===== src/design/vfd_pkg.sv =====
// ----------------------------------------------------------------------------
// vfd_pkg - shared definitions for the variable fractional delay line
// Sizes, register codes, interpolation mode codes and the tap word that
// travels from the delay store to the interpolator.
// ----------------------------------------------------------------------------
package vfd_pkg;

   // delay store size (a power of two: read positions wrap by truncation)
   localparam int unsigned BUFFER_DEPTH  = 4096;
   localparam int unsigned FRACTION_BITS = 32;
   localparam int unsigned ADDR_W        = $clog2(BUFFER_DEPTH);
   localparam int unsigned FILL_W        = ADDR_W + 1;

   // sample and accumulator widths
   localparam int unsigned SAMPLE_W = 16;
   localparam int unsigned ACC_W    = 48;
   localparam int unsigned POS_W    = ADDR_W + FRACTION_BITS;

   // configuration port
   localparam int unsigned CSR_INDEX_W = 2;
   localparam int unsigned CSR_DATA_W  = ACC_W;
   localparam int unsigned MODE_W      = 2;

   typedef enum logic [CSR_INDEX_W-1:0] {
      CSR_INTERP_MODE   = 2'd0,
      CSR_INIT_DELAY    = 2'd1,
      CSR_INIT_VELOCITY = 2'd2,
      CSR_INIT_ACCEL    = 2'd3
   } csr_index_type;

   // interpolation modes; the remaining code also interpolates
   localparam logic [MODE_W-1:0] MODE_HOLD    = 2'd0;
   localparam logic [MODE_W-1:0] MODE_NEAREST = 2'd1;
   localparam logic [MODE_W-1:0] MODE_LINEAR  = 2'd2;

   // taps and fraction handed to the interpolator
   typedef struct packed {
      logic                       valid;
      logic signed [SAMPLE_W-1:0] tap_lo;
      logic signed [SAMPLE_W-1:0] tap_hi;
      logic [FRACTION_BITS-1:0]   frac;
   } tap_word_type;

endpackage


===== src/design/vfd_interp.sv =====
// ----------------------------------------------------------------------------
// vfd_interp - linear interpolator and output register
// Computes tap_lo*(1-f) + tap_hi*f as tap_lo + (tap_hi-tap_lo)*f, truncated
// toward zero, over a multiply stage and an add stage.
// ----------------------------------------------------------------------------
module vfd_interp
   import vfd_pkg::*;
(
   input  logic                       clock,
   input  logic                       reset,
   input  tap_word_type               tap_word,
   output logic                       stage_ready,
   output logic                       rsp_tvalid,
   input  logic                       rsp_tready,
   output logic [SAMPLE_W-1:0]        rsp_tdata      // out_sample
);

   localparam int unsigned DIFF_W = SAMPLE_W + 1;
   localparam int unsigned PROD_W = DIFF_W + FRACTION_BITS + 1;
   localparam int unsigned SUM_W  = PROD_W;

   logic                     out_en;
   logic                     mul_valid_ff;
   logic signed [PROD_W-1:0] prod_ff;
   logic signed [SAMPLE_W-1:0] base_ff;
   logic                     rsp_valid_ff;
   logic [SAMPLE_W-1:0]      rsp_data_ff;

   logic signed [DIFF_W-1:0] diff;
   logic signed [PROD_W-1:0] prod_in;
   logic signed [SUM_W-1:0]  base_ext;
   logic signed [SUM_W-1:0]  sum;
   logic [SUM_W-1:0]         biased;

   // stall chain
   assign out_en      = !rsp_valid_ff || rsp_tready;
   assign stage_ready = !mul_valid_ff || out_en;

   // multiply stage: difference of taps times fraction
   always_comb begin
      diff    = {tap_word.tap_hi[SAMPLE_W-1], tap_word.tap_hi}
              - {tap_word.tap_lo[SAMPLE_W-1], tap_word.tap_lo};
      prod_in = PROD_W'(diff * $signed({1'b0, tap_word.frac}));
   end

   always_ff @(posedge clock) begin
      if (reset) begin
         mul_valid_ff <= 1'b0;
      end else if (stage_ready) begin
         mul_valid_ff <= tap_word.valid;
      end
      if (stage_ready) begin
         prod_ff <= prod_in;
         base_ff <= tap_word.tap_lo;
      end
   end

   // add stage: scaled base plus product, then truncate toward zero
   always_comb begin
      base_ext = {{(SUM_W-SAMPLE_W-FRACTION_BITS){base_ff[SAMPLE_W-1]}},
                  base_ff, {FRACTION_BITS{1'b0}}};
      sum      = base_ext + prod_ff;
      biased   = sum + {{(SUM_W-FRACTION_BITS){1'b0}}, {FRACTION_BITS{sum[SUM_W-1]}}};
   end

   always_ff @(posedge clock) begin
      if (reset) begin
         rsp_valid_ff <= 1'b0;
      end else if (out_en) begin
         rsp_valid_ff <= mul_valid_ff;
      end
      if (out_en) begin
         rsp_data_ff <= biased[FRACTION_BITS +: SAMPLE_W];
      end
   end

   assign rsp_tvalid = rsp_valid_ff;
   assign rsp_tdata  = rsp_data_ff;

endmodule


===== config.mk =====
export PLATFORM = sky130hd
export DESIGN_NAME = vfd_interp
export DESIGN_NICKNAME = d
export VERILOG_FILES = /design/src/design/vfd_pkg.sv /design/src/design/vfd_interp.sv
export SDC_FILE = /design/constraint.sdc
export NUM_CORES = 1
export LEC_CHECK = 0
export BUFFER_PORTS_ARGS = -buffer_cell sky130_fd_sc_hd__buf_4
export CAP_MARGIN = 25
export CELL_PAD_IN_SITES_DETAIL_PLACEMENT = 0
export CELL_PAD_IN_SITES_GLOBAL_PLACEMENT = 1
export CORE_MARGIN = 5
export CORE_UTILIZATION = 45
export DETAILED_ROUTE_END_ITERATION = 7
export HOLD_SLACK_MARGIN = 0.15
export PLACE_DENSITY = 0.86
export SETUP_SLACK_MARGIN = 0.3
export SLEW_MARGIN = 20
export SYNTH_ARGS = -nofsm -noshare
export SYNTH_HDL_FRONTEND = slang
export SYNTH_SLANG_ARGS = --single-unit

===== constraint.sdc =====
create_clock -name clock -period 9.5 [get_ports clock]
set_input_delay 0.95 -clock clock [delete_from_list [all_inputs] [get_ports clock]]
set_output_delay 0.95 -clock clock [all_outputs]
set_load 0.005 [all_outputs]

==> run_results.csv <==
group,metric,value,unit
floorplan,fp.dieH,237,um
critical_path,critPathLaunchType,"primary input",
sta,skew,0.00824,ns
clocking,tritoncts,"yes",
route,wl_met3,3.06,mm
synthesis,synthesis.area,23300,sq um
synthesis,synth.most_common_cell,"inv_1",
route,first_pass_iters,5,
route,wl_met2,27.4,mm
critical_path,slowest_stage,"a2111oi_2",
synthesis,synth_seq_cells,84,
finish,synthToLayoutAreaGrowth,8.20,%
sta,finalSetupViolCount,0,
grt,grt_pass1_vias,18900,
route,num_vias,17400,
clocking,clkTransAtPathRegs,0.06,ns
route,remaining_drc_errors,0,
critical_path,worstSetupPathType,"in2reg",
finish,drive_gt1_share,7.38,%
worst_hold_path,worst_hold_path_type,"reg2reg",
clocking,htree_levels,3,
synthesis,synthTopCellsByArea,"fa_1 (39%), ha_1 (12%), edfxtp_1 (11%), inv_1 (9.6%), nand2_1 (6.0%)",
synthesis,synthTopCellsByCount,"inv_1 (595), fa_1 (451), nand2_1 (375)",
finish,layout.nets,3351,
synthesis,synth_edf_count,82,
route,drt_iter0_drc,945,
floorplan,ios,86,
sta,max_slew_margin,35.4,%
critical_path,end_kind,"register",
place,gp_congestion,0.899,
floorplan,die_w,237,um
route,top_layer_used,"met4",
floorplan,rows,83,
critical_path,cp.arrival,8.94,ns
sta,drv_slew,0,
grt,grt-ovfl-total,0,
synthesis,ys_seq_area_share,10.8,%
clocking,clk_path_buf_depth,2,
route,avgRoutedWirePerCell,17.3,um
grt,antenna_found_initial,2,
floorplan,fp.dieArea,56400,sq um
critical_path,slowest_delay,0.52,ns
route,wl_met1,25.1,mm
route,via_per_inst,5.27,
grt,grt_usage,20.5,%
place,hpwl,46.5,mm
clocking,insertion_delay,0.35,ns
route,wl,56.9,mm
sta,tns,0,ns
sta,finalHoldViolations,0,
place,io_buffers,85,
synthesis,yosys_warnings,0,
sta,rsz0062_at_grt,"no",
synthesis,async_flop_share,0,%
status,status,"complete, no violations",
floorplan,start_util,45.4,%
route,ant_nets,0,
grt,grt_pass1_wl,95.4,mm
sta,fin_crit,8.84,ns
finish,fill_cells,4758,
flow_run,cap_violations,0,
synthesis,yosys.area.top_type,"fa_1",
synthesis,synth_area_per_cell,9.03,sq um
grt,grt_max_degree,68,
clocking,clkSinkCount,84,
critical_path,cpMostUsedCell,"fa_1",
critical_path,crit_path_max_fanout,10,
floorplan,core_region_area,51300,sq um
clocking,cts_buffers,9,
sta,tightest_slew,0.968,ns
finish,multi_input_area,18300,sq um
synthesis,synth_fp_nets,3318,
finish,antenna_cells,0,
sta,period_share,93.1,%
synthesis,ys_types,76,
clocking,clock-root-buffer,"clkbuf_16",
sta,max_freq,113,MHz
synthesis,synth_top_area_share,38.8,%
synthesis,ys.flop_type,"edfxtp_1",
critical_path,critical_path_required,9.60,ns
finish,regArea,2500,sq um
synthesis,synthCells,2577,
area by class of cell:
type	count	area share (%)
multi-input cells	1799	72.6
flip-flops and latches	84	9.94
inverters	595	8.87
repair buffers	121	4.01
well taps	680	3.38
clock buffers	11	0.924
clock inverters	5	0.303
metal layers:
| metal | track usage, % | up-vias |
|---|---|---|
| li1 | - | 7940 |
| met1 | 28.1 | 8937 |
| met2 | 34.7 | 407 |
| met3 | 2.37 | 68 |
| met4 | 5.49 | 0 |
| met5 | 0 | - |
flip-flops by register name, indices dropped and copies added (netlist names):
signal,flops
base_ff,16
mul_valid_ff,1
prod_ff,50
rsp_tdata,16
rsp_tvalid,1
metrics by stage:
| step | area (sq um) | hold slack [ns] | util, % | worst slack [ns] | cells |
|---|---|---|---|---|---|
| 3_5_place_dp | 24800 | 0.506 | 48.4 | 0.100 | 3276 |
| 4_1_cts | 25100 | 0.515 | 49.0 | 0.423 | 3292 |
| 6_report | 25200 | 0.511 | 49.1 | 0.655 | 3295 |
| 5_1_grt | 25200 | 0.553 | 49.1 | 0.311 | 3295 |
| 3_3_place_gp | 24800 | 0.496 | 48.4 | 0.142 | 3275 |
| 2_1_floorplan | 23300 | 0.463 | - | 1.05 | 2577 |
worst paths after layout:
| kind | from | end | slack, ns | cells past startpoint |
|---|---|---|---|---|
| hold / removal | mul_valid_ff | rsp_tvalid | 0.51 | 2 |
| hold reg to reg | mul_valid_ff | rsp_tvalid | 0.51 | 2 |
| setup / recovery | tap_word[32] | prod_ff[39] | 0.66 | 33 |
| setup reg to reg | prod_ff[35] | rsp_tdata[0] | 4.33 | 18 |
kinds of logic after synthesis:
| group | count (synthesis) | synth area share, % |
|---|---|---|
| XOR/XNOR | 82 | 3.12 |
| AO/OA/AOI/OAI | 267 | 8.01 |
| adder cells (fa/ha/maj) | 673 | 50.7 |
| buffers and inverters | 694 | 11.3 |
| AND/OR/NAND/NOR | 776 | 16.1 |
| flip-flops | 84 | 10.8 |
| multiplexers | 1 | 0.0430 |
timing repair:
| item | CTS | global route |
|---|---|---|
| hold buffers | 0 | 0 |
| setup buffers | 0 | 2 |
| resized for setup | 0 | 5 |
| setup endpoints to repair | 0 | 14 |
worst max-delay path, delay by kind of cell:
| family | cells | cell delay [ns] |
|---|---|---|
| adders and majority gates | 9 | 3.80 |
| AOI/OAI and AO/OA | 14 | 2.57 |
| and+or+nand+nor | 3 | 0.82 |
| buffers and inverters | 6 | 0.64 |
| xor gates and xnor gates | 1 | 0.14 |
cells in the final DEF, fill, tap and decap left out, types with 8 or more instances in the layout:
cell,n
nor3_1,27
buf_12,8
edfxtp_1,82
fa_1,451
or2_2,10
nand2_1,374
xnor2_1,50
xor2_1,22
o21a_1,11
nand3_1,22
ha_1,222
o21ai_0,32
a31oi_1,9
nor2_1,59
buf_4,111
nand2b_1,11
o21bai_1,10
a21o_1,41
and3_1,16
a21oi_1,78
o21ai_1,15
or3_1,8
inv_1,595
nand4_1,11
and2_1,135
nor2b_1,76
clkbuf_16,9
Power is left out: the tool's default activity adds up to more than one toggle a clock period on the data nets, which glitch-free logic cannot reach.
